[src/rtl/core/wcpr_pkg.sv]
// ----------------------------------------------------------------------------
// wcpr_pkg - shared definitions for the wall centering PI regulator
// Register indexes, reset values, the datapath widths and the constants of the
// divide-by-ten stage.
// ----------------------------------------------------------------------------
package wcpr_pkg;

   // Configuration register indexes
   typedef enum logic [2:0] {
      REG_BASE_SPEED   = 3'd0,
      REG_KP_TENTHS    = 3'd1,
      REG_KI_TENTHS    = 3'd2,
      REG_WINDUP_LIMIT = 3'd3,
      REG_DEADBAND     = 3'd4,
      REG_FRONT_MM     = 3'd5,
      REG_SIDE_MINIMUM = 3'd6
   } wcpr_reg_type;

   localparam int CSR_INDEX_W = 3;
   localparam int CSR_DATA_W  = 13;

   // Field widths
   localparam int SENSOR_W = 12;
   localparam int FRONT_W  = 13;
   localparam int BASE_W   = 12;
   localparam int GAIN_W   = 8;
   localparam int INTEG_W  = 9;
   localparam int TERM_W   = 18;
   localparam int SUM_W    = 19;
   localparam int OUT_W    = 15;

   // Register reset values
   localparam logic signed [BASE_W-1:0] BASE_SPEED_RST   = 12'sd600;
   localparam logic [GAIN_W-1:0]        KP_TENTHS_RST    = 8'd35;
   localparam logic [GAIN_W-1:0]        KI_TENTHS_RST    = 8'd3;
   localparam logic [GAIN_W-1:0]        WINDUP_LIMIT_RST = 8'd40;
   localparam logic [GAIN_W-1:0]        DEADBAND_RST     = 8'd5;
   localparam logic [FRONT_W-1:0]       FRONT_MM_RST     = 13'd170;
   localparam logic [SENSOR_W-1:0]      SIDE_MINIMUM_RST = 12'd100;

   // Reciprocal of ten: exact floor for magnitudes below 2**18
   localparam int                  RECIP_W     = 19;
   localparam int                  RECIP_SHIFT = 22;
   localparam logic [RECIP_W-1:0]  RECIP_TEN   = 19'd419431;

endpackage

[src/rtl/core/wcpr_div10.sv]
// ----------------------------------------------------------------------------
// wcpr_div10 - signed divide by ten, truncating toward zero
// Takes the magnitude, multiplies by a scaled reciprocal and restores the
// sign. Exact for every magnitude the speed sum can reach.
// ----------------------------------------------------------------------------
module wcpr_div10 (
   input  logic signed [wcpr_pkg::SUM_W-1:0] dividend,
   output logic signed [wcpr_pkg::OUT_W-1:0] quotient
);

   localparam int MAG_W  = wcpr_pkg::SUM_W - 1;
   localparam int PROD_W = MAG_W + wcpr_pkg::RECIP_W;

   logic                           neg;
   logic [wcpr_pkg::SUM_W-1:0]     neg_val;
   logic [MAG_W-1:0]               mag;
   logic [PROD_W-1:0]              prod;
   logic [wcpr_pkg::OUT_W-1:0]     quo_mag;

   // take the magnitude of the sum
   assign neg     = dividend[wcpr_pkg::SUM_W-1];
   assign neg_val = -dividend;
   assign mag     = neg ? neg_val[MAG_W-1:0] : dividend[MAG_W-1:0];

   // floor(mag / 10) through the reciprocal
   assign prod    = PROD_W'(mag) * PROD_W'(wcpr_pkg::RECIP_TEN);
   assign quo_mag = prod[wcpr_pkg::RECIP_SHIFT + wcpr_pkg::OUT_W - 1:wcpr_pkg::RECIP_SHIFT];

   // restore the sign
   assign quotient = neg ? -$signed(quo_mag) : $signed(quo_mag);

endmodule

[src/rtl/core/wall_centering_pi_regulator_core.sv]
// ----------------------------------------------------------------------------
// wall_centering_pi_regulator_core - wall centering PI speed regulator
// Turns side proximity and front distance samples into a pair of wheel
// speed commands through a clamped PI term with a deadband.
// ----------------------------------------------------------------------------
// Usage:
//   The req_ channel carries one sensor word: four side readings and the
//   front distance. A word is taken at a clock edge with req_valid high and
//   req_stall low. The rsp_ channel returns one speed word per sensor word,
//   in order, taken when rsp_valid is high and rsp_stall is low.
//   The csr_ channel writes a register by index; csr_ready is always high.
//   Write registers only while no word is in flight.
//   The datapath is three registers deep: input register, PI term register
//   and result register. One word is accepted per cycle while req_stall is
//   low; the integral is updated as a word leaves the input register, so
//   consecutive words see each other's state. When rsp_stall holds the
//   result register, the stages behind it fill and then req_stall rises;
//   no word is lost or repeated.
//   Reset (synchronous, active high) empties the pipeline, clears the
//   integral and loads the register defaults.
// ----------------------------------------------------------------------------
module wall_centering_pi_regulator_core (
   input  logic                                   clock,
   input  logic                                   reset,
   // sensor words
   input  logic                                   req_valid,
   output logic                                   req_stall,
   input  logic [wcpr_pkg::SENSOR_W-1:0]          req_right_side,
   input  logic [wcpr_pkg::SENSOR_W-1:0]          req_right_front,
   input  logic [wcpr_pkg::SENSOR_W-1:0]          req_left_side,
   input  logic [wcpr_pkg::SENSOR_W-1:0]          req_left_front,
   input  logic [wcpr_pkg::FRONT_W-1:0]           req_front_distance,
   // speed words
   output logic                                   rsp_valid,
   input  logic                                   rsp_stall,
   output logic signed [wcpr_pkg::OUT_W-1:0]      rsp_right_speed,
   output logic signed [wcpr_pkg::OUT_W-1:0]      rsp_left_speed,
   // register writes
   input  logic                                   csr_valid,
   output logic                                   csr_ready,
   input  logic [wcpr_pkg::CSR_INDEX_W-1:0]       csr_index,
   input  logic [wcpr_pkg::CSR_DATA_W-1:0]        csr_wdata
);

   // configuration registers
   logic signed [wcpr_pkg::BASE_W-1:0]   base_ff;
   logic [wcpr_pkg::GAIN_W-1:0]          kp_ff;
   logic [wcpr_pkg::GAIN_W-1:0]          ki_ff;
   logic [wcpr_pkg::GAIN_W-1:0]          windup_ff;
   logic [wcpr_pkg::GAIN_W-1:0]          deadband_ff;
   logic [wcpr_pkg::FRONT_W-1:0]         front_mm_ff;
   logic [wcpr_pkg::SENSOR_W-1:0]        side_min_ff;
   wcpr_pkg::wcpr_reg_type               csr_reg;

   // pipeline registers
   logic                                 s1_valid_ff, s1_valid_in;
   logic [wcpr_pkg::SENSOR_W-1:0]        rs_ff, rf_ff, ls_ff, lf_ff;
   logic [wcpr_pkg::FRONT_W-1:0]         fd_ff;
   logic signed [wcpr_pkg::INTEG_W-1:0]  integ_ff, integ_in;
   logic                                 s2_valid_ff, s2_valid_in;
   logic signed [wcpr_pkg::TERM_W-1:0]   term_ff, term_in;
   logic                                 rsp_valid_ff, rsp_valid_in;
   logic signed [wcpr_pkg::OUT_W-1:0]    right_ff, right_in;
   logic signed [wcpr_pkg::OUT_W-1:0]    left_ff, left_in;

   // flow control
   logic out_free, s2_free, s1_move, req_accept;

   // stage one datapath
   logic [wcpr_pkg::SENSOR_W:0]          r_pair, l_pair;
   logic signed [wcpr_pkg::SENSOR_W:0]   err_raw;
   logic signed [13:0]                   integ_sum;
   logic signed [13:0]                   lim_wide;
   logic signed [wcpr_pkg::SENSOR_W:0]   lim_err;
   logic signed [wcpr_pkg::INTEG_W-1:0]  lim_narrow;
   logic signed [wcpr_pkg::INTEG_W-1:0]  integ_clamp, err_clamp, err_used;
   logic [wcpr_pkg::INTEG_W-1:0]         err_abs;
   logic                                 disable_hit, active;
   logic signed [wcpr_pkg::TERM_W-1:0]   prod_kp, prod_ki;

   // stage two datapath
   logic signed [wcpr_pkg::SUM_W-1:0]    base_ext, base_x10, term_ext, sum_right, sum_left;

   // ------------------------------------------------------------------
   // register writes
   // ------------------------------------------------------------------
   assign csr_ready = 1'b1;
   assign csr_reg   = wcpr_pkg::wcpr_reg_type'(csr_index);

   always_ff @(posedge clock) begin
      if (reset) begin
         base_ff     <= wcpr_pkg::BASE_SPEED_RST;
         kp_ff       <= wcpr_pkg::KP_TENTHS_RST;
         ki_ff       <= wcpr_pkg::KI_TENTHS_RST;
         windup_ff   <= wcpr_pkg::WINDUP_LIMIT_RST;
         deadband_ff <= wcpr_pkg::DEADBAND_RST;
         front_mm_ff <= wcpr_pkg::FRONT_MM_RST;
         side_min_ff <= wcpr_pkg::SIDE_MINIMUM_RST;
      end else if (csr_valid && csr_ready) begin
         unique case (csr_reg)
            wcpr_pkg::REG_BASE_SPEED:   base_ff     <= $signed(csr_wdata[wcpr_pkg::BASE_W-1:0]);
            wcpr_pkg::REG_KP_TENTHS:    kp_ff       <= csr_wdata[wcpr_pkg::GAIN_W-1:0];
            wcpr_pkg::REG_KI_TENTHS:    ki_ff       <= csr_wdata[wcpr_pkg::GAIN_W-1:0];
            wcpr_pkg::REG_WINDUP_LIMIT: windup_ff   <= csr_wdata[wcpr_pkg::GAIN_W-1:0];
            wcpr_pkg::REG_DEADBAND:     deadband_ff <= csr_wdata[wcpr_pkg::GAIN_W-1:0];
            wcpr_pkg::REG_FRONT_MM:     front_mm_ff <= csr_wdata[wcpr_pkg::FRONT_W-1:0];
            wcpr_pkg::REG_SIDE_MINIMUM: side_min_ff <= csr_wdata[wcpr_pkg::SENSOR_W-1:0];
            default: ;
         endcase
      end
   end

   // ------------------------------------------------------------------
   // flow control: each stage advances when the one ahead frees up
   // ------------------------------------------------------------------
   assign out_free     = !rsp_valid_ff || !rsp_stall;
   assign s2_free      = !s2_valid_ff || out_free;
   assign s1_move      = s1_valid_ff && s2_free;
   assign req_stall    = s1_valid_ff && !s2_free;
   assign req_accept   = req_valid && !req_stall;

   assign s1_valid_in  = req_accept || (s1_valid_ff && !s1_move);
   assign s2_valid_in  = s1_move || (s2_valid_ff && !out_free);
   assign rsp_valid_in = (s2_valid_ff && out_free) || (rsp_valid_ff && rsp_stall);

   always_ff @(posedge clock) begin
      if (reset) begin
         s1_valid_ff  <= 1'b0;
         s2_valid_ff  <= 1'b0;
         rsp_valid_ff <= 1'b0;
         integ_ff     <= '0;
      end else begin
         s1_valid_ff  <= s1_valid_in;
         s2_valid_ff  <= s2_valid_in;
         rsp_valid_ff <= rsp_valid_in;
         integ_ff     <= integ_in;
      end
   end

   // ------------------------------------------------------------------
   // input register: capture a word whenever the stage is free
   // ------------------------------------------------------------------
   always_ff @(posedge clock) begin
      if (!req_stall) begin
         rs_ff <= req_right_side;
         rf_ff <= req_right_front;
         ls_ff <= req_left_side;
         lf_ff <= req_left_front;
         fd_ff <= req_front_distance;
      end
   end

   // ------------------------------------------------------------------
   // stage one: error, integral, clamps, disable, PI term
   // ------------------------------------------------------------------
   assign r_pair  = {1'b0, rs_ff} + {1'b0, rf_ff};
   assign l_pair  = {1'b0, ls_ff} + {1'b0, lf_ff};
   assign err_raw = $signed({1'b0, r_pair[wcpr_pkg::SENSOR_W:1]})
                  - $signed({1'b0, l_pair[wcpr_pkg::SENSOR_W:1]});

   assign integ_sum  = {{5{integ_ff[wcpr_pkg::INTEG_W-1]}}, integ_ff}
                     + {err_raw[wcpr_pkg::SENSOR_W], err_raw};
   assign lim_wide   = $signed({6'b0, windup_ff});
   assign lim_err    = $signed({5'b0, windup_ff});
   assign lim_narrow = $signed({1'b0, windup_ff});

   // clamp integral and error to plus or minus the windup limit
   always_comb begin
      if (integ_sum > lim_wide) begin
         integ_clamp = lim_narrow;
      end else if (integ_sum < -lim_wide) begin
         integ_clamp = -lim_narrow;
      end else begin
         integ_clamp = integ_sum[wcpr_pkg::INTEG_W-1:0];
      end
      if (err_raw > lim_err) begin
         err_clamp = lim_narrow;
      end else if (err_raw < -lim_err) begin
         err_clamp = -lim_narrow;
      end else begin
         err_clamp = err_raw[wcpr_pkg::INTEG_W-1:0];
      end
   end

   // near obstacle or lost wall: drop error and integral
   assign disable_hit = (fd_ff < front_mm_ff) || (rs_ff < side_min_ff) || (ls_ff < side_min_ff);
   assign err_used    = disable_hit ? '0 : err_clamp;
   assign integ_in    = s1_move ? (disable_hit ? '0 : integ_clamp) : integ_ff;

   // deadband: a zero term leaves base speed on both wheels
   assign err_abs = err_used[wcpr_pkg::INTEG_W-1] ? $unsigned(-err_used) : $unsigned(err_used);
   assign active  = err_abs > {1'b0, deadband_ff};

   assign prod_kp = err_used * $signed({1'b0, kp_ff});
   assign prod_ki = integ_in * $signed({1'b0, ki_ff});
   assign term_in = active ? (prod_kp + prod_ki) : '0;

   always_ff @(posedge clock) begin
      if (s1_move) begin
         term_ff <= term_in;
      end
   end

   // ------------------------------------------------------------------
   // stage two: base in tenths plus or minus the term, back to units
   // ------------------------------------------------------------------
   assign base_ext  = {{(wcpr_pkg::SUM_W - wcpr_pkg::BASE_W){base_ff[wcpr_pkg::BASE_W-1]}}, base_ff};
   assign base_x10  = (base_ext <<< 3) + (base_ext <<< 1);
   assign term_ext  = {term_ff[wcpr_pkg::TERM_W-1], term_ff};
   assign sum_right = base_x10 + term_ext;
   assign sum_left  = base_x10 - term_ext;

   wcpr_div10 u_div_right (
      .dividend (sum_right),
      .quotient (right_in)
   );

   wcpr_div10 u_div_left (
      .dividend (sum_left),
      .quotient (left_in)
   );

   // result register: load when it frees up
   always_ff @(posedge clock) begin
      if (s2_valid_ff && out_free) begin
         right_ff <= right_in;
         left_ff  <= left_in;
      end
   end

   assign rsp_valid       = rsp_valid_ff;
   assign rsp_right_speed = right_ff;
   assign rsp_left_speed  = left_ff;

`ifndef SYNTHESIS
   // a disabled word leaves the integral cleared
   a_disable_clears_integral: assert property (@(posedge clock) disable iff (reset)
      s1_move && disable_hit |=> integ_ff == '0)
      else $error("integral not cleared after disabled word");

   // a zero term yields base speed on both wheels
   a_zero_term_gives_base: assert property (@(posedge clock) disable iff (reset)
      s2_valid_ff && out_free && term_ff == '0 |=>
         rsp_right_speed == wcpr_pkg::OUT_W'(base_ff) && rsp_left_speed == wcpr_pkg::OUT_W'(base_ff))
      else $error("zero PI term did not give base speed");

   // a held term word keeps its value
   a_term_holds: assert property (@(posedge clock) disable iff (reset)
      s2_valid_ff && !out_free |=> s2_valid_ff && $stable(term_ff))
      else $error("PI term changed while held");

   // the integral only moves when a word leaves the input register
   a_integral_quiet: assert property (@(posedge clock) disable iff (reset)
      !s1_move |=> $stable(integ_ff))
      else $error("integral changed without a word");
`endif

endmodule

[config.mk]
export PLATFORM = sky130hd
export DESIGN_NAME = wall_centering_pi_regulator_core
export DESIGN_NICKNAME = d
export VERILOG_FILES = /design/src/rtl/core/wcpr_pkg.sv /design/src/rtl/core/wcpr_div10.sv /design/src/rtl/core/wall_centering_pi_regulator_core.sv
export SDC_FILE = /design/constraint.sdc
export NUM_CORES = 1
export LEC_CHECK = 0
export BUFFER_PORTS_ARGS = -buffer_cell sky130_fd_sc_hd__buf_4
export CAP_MARGIN = 30
export CORE_ASPECT_RATIO = 1.5
export CORE_MARGIN = 2
export CORE_UTILIZATION = 49
export DETAILED_ROUTE_END_ITERATION = 12
export PLACE_DENSITY = 0.68
export SLEW_MARGIN = 30
export SYNTH_ARGS = -nofsm -noshare
export SYNTH_HDL_FRONTEND = slang
export SYNTH_HIERARCHICAL = 1
export SYNTH_SLANG_ARGS = --single-unit
[constraint.sdc]
create_clock -name clock -period 10.8 [get_ports clock]
set_input_delay 1.62 -clock clock [delete_from_list [all_inputs] [get_ports clock]]
set_output_delay 1.62 -clock clock [all_outputs]
set_load 0.02 [all_outputs]
==> results_dict.tcl, run 1 <==
set metrics [dict create \
    outcome "finished with violations" \
    violations "negative setup slack" \
    drc 0 \
    fp-row-count 113 \
    cts_root_buf "clkbuf_16" \
    dpl.cell_count 4643 \
    clkSinkCount 190 \
    grt_max_degree 63 \
    drt-initial-drc-count 1243 \
    gr-total-overflow 0 \
    slowest_delay_ns 0.60 \
    ys_async_sr_fraction 0 \
    synth_warnings 6 \
    final_nets 4852 \
    cts_buffer_depth 2 \
    grt_pass1_vias 27260 \
    clkLatencyLatePin_ns 0.51 \
    crit_required_ns 11.07 \
    wl_per_cell_um 18.81 \
    synth_seq_cells 190 \
    grt_pass1_wl_um 137900 \
    yosys_most_used_dff "edfxtp_1" \
    layout-drive-gt1-share 0.2006 \
    drt-total-wl_um 88930 \
    synth_area_sq_um 31540 \
    syn2layout_area_growth_pct 19.80 \
    fp.dieW_um 211.1 \
    vias 26150 \
    crit_arrival_ns 11.23 \
    portBuffers 113 \
    setup-violations-final 4 \
    hpwl_um 75320 \
    synthCells 3499 \
    grt_usage 0.2696 \
    hold_viol 0 \
    synth_cell_types 98 \
    post-route-worst-setup-slack_ns -0.1608 \
    htreeDepth 4 \
    n_antenna_cell 0 \
    endpoint_kind "register" \
    min_path_type "reg -> reg" \
    placed_cell_area_sq_um 35650 \
    worst_slew_pin_slew_ns 0.8855 \
    yosysSeqAreaShare 0.1552 \
    drv_slew 0 \
    cts_tree "yes" \
    tns_ns -0.4799 \
    fp.dieH_um 314.7 \
    syn-num-nets 4440 \
    dieArea_sq_um 66450 \
    path_class "reg -> reg" \
    cap_violations 0 \
    crit_fanout 19 \
    io_pins 115 \
    synth_area_per_cell_sq_um 9.014 \
    clk_pin_slew_ns 0.09 \
    start_util 0.4968 \
    final.setup_skew_ns 0.01586 \
    fmax_mhz 91.23 \
    stdcell_area_sq_um 37780 \
    layoutNonFillerInstCount 4729 \
    place.gp.congestion 1.022 \
    final_antenna_net_count 0 \
    crit_path_start_kind "register" \
    viasPerCell 5.531 \
    fin_crit_ns 10.96 \
    fillers 5432 \
    synth_edf_count 109 \
    grt_antenna_before_repair 0 \
    cts_buffers 17 \
    critPathSlowestCell "fa_2" \
    firstDrtPassIters 5 \
    timing.final.crit_share 1.015 \
    coreArea_sq_um 63480 \
    rsz0062_at_grt "yes" \
    maxSlewHeadroom 0.4022 \
]
==> per-layer routing <==
metal  track usage  wire (um)  vias up
li1              -          -    12520
met1        0.2477      30040    12680
met2        0.5388      49070      646
met3       0.03317       2765      310
met4        0.1865       7060        0
met5             0          0        -
==> flip-flops by register name (all words and copies together) (netlist names) <==
signal	flops
side_min_ff	12
deadband_ff	8
rsp_left_speed	15
rf_ff	12
integ_ff	9
kp_ff	8
s1_valid_ff	1
term_ff	18
rsp_right_speed	15
windup_ff	8
base_ff	12
ls_ff	12
ki_ff	8
fd_ff	13
rsp_valid	1
rs_ff	12
s2_valid_ff	1
front_mm_ff	13
lf_ff	12
==> layout make-up <==
class | count | area (sq um) | area share
Multi-Input combinational cell | 2538 | 25050 | 0.6629
Timing Repair Buffer | 473 | 3638 | 0.09630
Clock buffer | 17 | 425.4 | 0.01126
Sequential cell | 190 | 4898 | 0.1296
Clock inverter | 15 | 172.7 | 0.004570
Tap cell | 805 | 1007 | 0.02666
Inverter | 691 | 2594 | 0.06865
==> logic make-up (layout without fill, tap and decap cells) <==
group                      after synthesis  count (layout)  share of synthesized area
xor gates and xnor gates               187             187                    0.05241
and+or+nand+nor                        776             776                     0.1196
DFF                                    190             190                     0.1552
adders and majority gates              859             859                     0.4250
other                                    1               1                  0.0001189
buffers and inverters                  771            1196                    0.09323
muxes                                   26              26                   0.008569
AOI/OAI and AO/OA                      689             689                     0.1458
==> Yosys cell counts (7+ instances only) <==
cell type,instances,area (sq um)
o21a_1,55,412.9
nand3_1,91,455.4
a211o_1,9,78.83
edfxtp_1,109,3273
a21oi_1,195,975.9
o31ai_1,19,142.6
xor2_1,48,420.4
o21ai_1,16,80.08
o41ai_1,10,87.58
a21oi_2,8,70.07
a31oi_1,20,125.1
mux2_2,7,78.83
and3_1,28,175.2
mux2i_1,18,180.2
o31a_1,7,61.31
clkbuf_1,62,232.7
a32o_1,10,100.1
nor2b_1,24,150.1
a311oi_1,7,61.31
o2111ai_1,8,70.07
a211oi_1,13,97.59
nor4_1,9,56.30
o22ai_1,8,50.05
nor2_1,118,442.9
dfxtp_1,81,1622
o211ai_1,30,225.2
fa_1,354,7087
a21boi_0,7,52.55
or3_1,19,118.9
xnor2_1,137,1200
nor3_1,54,270.3
nand4_1,20,125.1
nand2b_1,25,156.4
buf_1,8,30.03
a21o_1,35,262.8
o21ai_0,129,645.6
ha_1,505,6319
inv_1,690,2590
or2_2,14,87.58
nand2_1,278,1044
and2_1,61,381.6
a32oi_1,15,131.4
o21bai_1,30,225.2
==> cells in the final DEF (no fill, tap or decap), types with 12 or more instances in the layout <==
| cell type | netlist | layout |
|---|---|---|
| inv_1 | 690 | 681 |
| ha_1 | 505 | 468 |
| buf_4 | 1 | 460 |
| fa_1 | 354 | 340 |
| nand2_1 | 278 | 274 |
| a21oi_1 | 195 | 150 |
| xnor2_1 | 137 | 121 |
| o21ai_0 | 129 | 111 |
| nor2_1 | 118 | 111 |
| edfxtp_1 | 109 | 109 |
| nand3_1 | 91 | 90 |
| dfxtp_1 | 81 | 78 |
| and2_1 | 61 | 55 |
| o21a_1 | 55 | 54 |
| a21oi_2 | 8 | 52 |
| xor2_1 | 48 | 43 |
| nor3_1 | 54 | 42 |
| a21o_1 | 35 | 35 |
| o211ai_1 | 30 | 30 |
| o21bai_1 | 30 | 28 |
| o21ai_1 | 16 | 27 |
| and3_1 | 28 | 27 |
| ha_4 | 0 | 25 |
| nand2b_1 | 25 | 24 |
| nor2b_1 | 24 | 24 |
| nand4_1 | 20 | 20 |
| clkbuf_16 | 0 | 17 |
| a31oi_1 | 20 | 16 |
| xnor2_2 | 1 | 16 |
| o31ai_1 | 19 | 14 |
| fa_2 | 0 | 14 |
| or3_1 | 19 | 13 |
| mux2i_1 | 18 | 13 |
| or2_2 | 14 | 13 |
| a32oi_1 | 15 | 12 |
| ha_2 | 0 | 12 |
==> critical path: cells and delay by family, from the launching register on <==
family | cells | cell delay [ns]
AO/OA/AOI/OAI | 19 | 3.26
buffers and inverters | 9 | 1.06
AND/OR/NAND/NOR | 7 | 0.96
XOR/XNOR | 4 | 0.76
flip-flops | 1 | 0.46
adder cells (fa/ha/maj) | 11 | 4.21
==> through the flow <==
stage / worst slack [ns] / utilization / hold slack (ns)
final: -0.1608 / 0.5952 / 0.4577
after global placement: -0.4147 / 0.5611 / 0.4419
after detailed placement: -0.5896 / 0.5615 / 0.4465
after CTS: -0.2288 / 0.5763 / 0.4575
after floorplan: 0.0002309 / - / 0.4336
after global routing: -0.6653 / 0.5952 / 0.4756
==> final timing paths <==
kind / startpoint / slack, ns / endpoint / cells past startpoint
max: rs_ff[1] / -0.16 / term_ff[17] / 50
min: front_mm_ff[8] / 0.46 / front_mm_ff[8] / 2
max reg2reg: rs_ff[1] / -0.16 / term_ff[17] / 50
min reg2reg: front_mm_ff[8] / 0.46 / front_mm_ff[8] / 2
==> timing repair <==
| action | CTS | global route |
|---|---|---|
| gates cloned | 0 | 1 |
| buffers inserted | 13 | 40 |
| resized for setup | 46 | 170 |
| setup endpoints to repair | 14 | 33 |
| pin swaps | 41 | 109 |
| hold buffers | 0 | 0 |
Power of run 1 is left out: the tool's default activity adds up to more than one toggle a clock period on the data nets, which glitch-free logic cannot reach.
==> inputs of run 2 (changes only) <==
Clock period 10.8 ns to 9.9 ns, I/O delays scaled along.
==> run 2 against run 1 <==
- the run still ends with negative setup slack left
- clock skew rose by 0.020 ns
- hold slack improved by 0.0035 ns
- register-to-register slack got worse by 1.0 ns
- utilization rose by 6.2 points
- global-route usage rose by 0.68 points
- wire length rose by 2.5%
- first-iteration DRC count fell by 13%
- critical path depth did not move
- design area rose by 10%
- via count rose by 6.5%
- sequential share of layout area fell by 1.2 points
==> results_dict.tcl, run 2 (same netlist as run 1, synthesis figures left out) <==
set metrics [dict create \
    outcome "finished with violations" \
    violations "negative setup slack" \
    cts.hold.buffers_added 0 \
    start_util 0.4968 \
    viasPerCell 5.440 \
    grt_pass1_vias 29420 \
    vias 27860 \
    clkLatencyLatePin_ns 0.54 \
    layoutNonFillerInstCount 5122 \
    mostFrequentLayoutCell "buf_4" \
    crit_path_start_kind "register" \
    io_pins 115 \
    crit_buf_inv 7 \
    post-route-worst-setup-slack_ns -1.159 \
    wl_per_cell_um 17.80 \
    htreeDepth 4 \
    fillers 5039 \
    largest_register_ffs 18 \
    cts_buffer_depth 2 \
    cts_buffers 17 \
    min_path_type "reg -> reg" \
    firstDrtPassIters 7 \
    setup-violations-final 31 \
    drt-initial-drc-count 1079 \
    hpwl_um 75220 \
    layout-drive-gt1-share 0.2986 \
    crit_fanout 9 \
    grt_max_degree 63 \
    cpLargestDelayFamily "adder cells" \
    cts_tree "yes" \
    clk_pin_slew_ns 0.11 \
    drt-total-wl_um 91190 \
    rsz0062_at_grt "yes" \
    fp.dieH_um 314.7 \
    cts_root_buf "clkbuf_16" \
    critPathSlowestCell "fa_2" \
    syn2layout_area_growth_pct 32.23 \
    worst_slew_pin_slew_ns 0.9492 \
    crit_required_ns 10.21 \
    fp-row-count 113 \
    crit_arrival_ns 11.37 \
    grt_pass1_wl_um 143800 \
    n_antenna_cell 0 \
    endpoint_kind "register" \
    final.setup_skew_ns 0.03612 \
    grt_usage 0.2764 \
    drv_slew 0 \
    hold_viol 0 \
    final_antenna_net_count 0 \
    regMostFlops "term_ff" \
    dpl.cell_count 5002 \
    coreArea_sq_um 63480 \
    dieArea_sq_um 66450 \
    fp.dieW_um 211.1 \
    final_cell_mix "buf_4 (833), inv_1 (662), ha_1 (461)" \
    grt_antenna_before_repair 0 \
    fmax_mhz 90.43 \
    gr-total-overflow 0 \
    place.gp.congestion 0.9949 \
    timing.final.crit_share 1.117 \
    drc 0 \
    clkSinkCount 190 \
    final_nets 5245 \
    maxSlewHeadroom 0.3650 \
    cap_violations 0 \
    path_class "reg -> reg" \
    tns_ns -14.11 \
    slowest_delay_ns 0.60 \
    portBuffers 113 \
    fin_crit_ns 11.06 \
]
==> run 2: cell types whose count changed in the layout (fill, tap and decap cells not counted), moves of 9 or more <==
cell,before,now
a21oi_1,150,136
inv_1,681,662
fa_1,340,329
inv_2,9,27
o21ai_0,111,94
nand2_1,274,265
o21ai_2,8,23
fa_2,14,25
buf_6,8,21
ha_4,25,36
a21oi_4,1,11
buf_4,460,833
==> run 2: metal layers <==
layer | global-route usage | up-vias | wire length, um
met1 | 0.2604 | 13440 | 30980
met3 | 0.03058 | 355 | 2817
li1 | - | 13310 | -
met2 | 0.5550 | 758 | 50820
met4 | 0.1751 | 0 | 6571
met5 | 0 | - | 0
==> run 2: final cells by class <==
cell class                      instances  area, sq um  area share
Multi-Input combinational cell       2539        25850      0.6199
Timing Repair Buffer                  865         6720      0.1611
Sequential cell                       190         4902      0.1175
Clock buffer                           17        425.4     0.01020
Clock inverter                         15        201.4    0.004830
Tap cell                              805         1007     0.02415
Inverter                              691         2596     0.06225
==> run 2: final timing paths <==
check / startpoint / to / slack [ns] / depth (start not counted)
worst max register to register: rf_ff[1] / term_ff[17] / -1.16 / 50
worst min register to register: side_min_ff[9] / side_min_ff[9] / 0.46 / 2
worst max-delay path: rf_ff[1] / term_ff[17] / -1.16 / 50
worst min-delay path: side_min_ff[9] / side_min_ff[9] / 0.46 / 2
==> run 2: per-stage QoR <==
step	instance area (sq um)	hold WS, ns	util	setup slack (ns)
after detailed placement	38630	0.4483	0.6085	-1.269
after global placement	38610	0.4431	0.6082	-1.025
after global routing	41700	0.4823	0.6569	-1.625
after floorplan	32110	0.4336	-	-0.5629
after CTS	40440	0.4594	0.6371	-0.9691
final	41700	0.4612	0.6569	-1.159
==> run 2: tightest hold or removal path, cell delays in order, from the launching register on <==
cell and delay [ns]:
dfxtp_1 0.32, nand2_1 0.05, a21oi_1 0.05
==> run 2: what timing repair did <==
action                     4_1_cts  5_1_grt
gates cloned                     1        4
buffers inserted                48       44
pin swaps                      104      122
setup endpoints to repair       42       42
resized for setup              180      178
hold endpoints to repair         0        0
Power of run 2 is left out for the same reason.
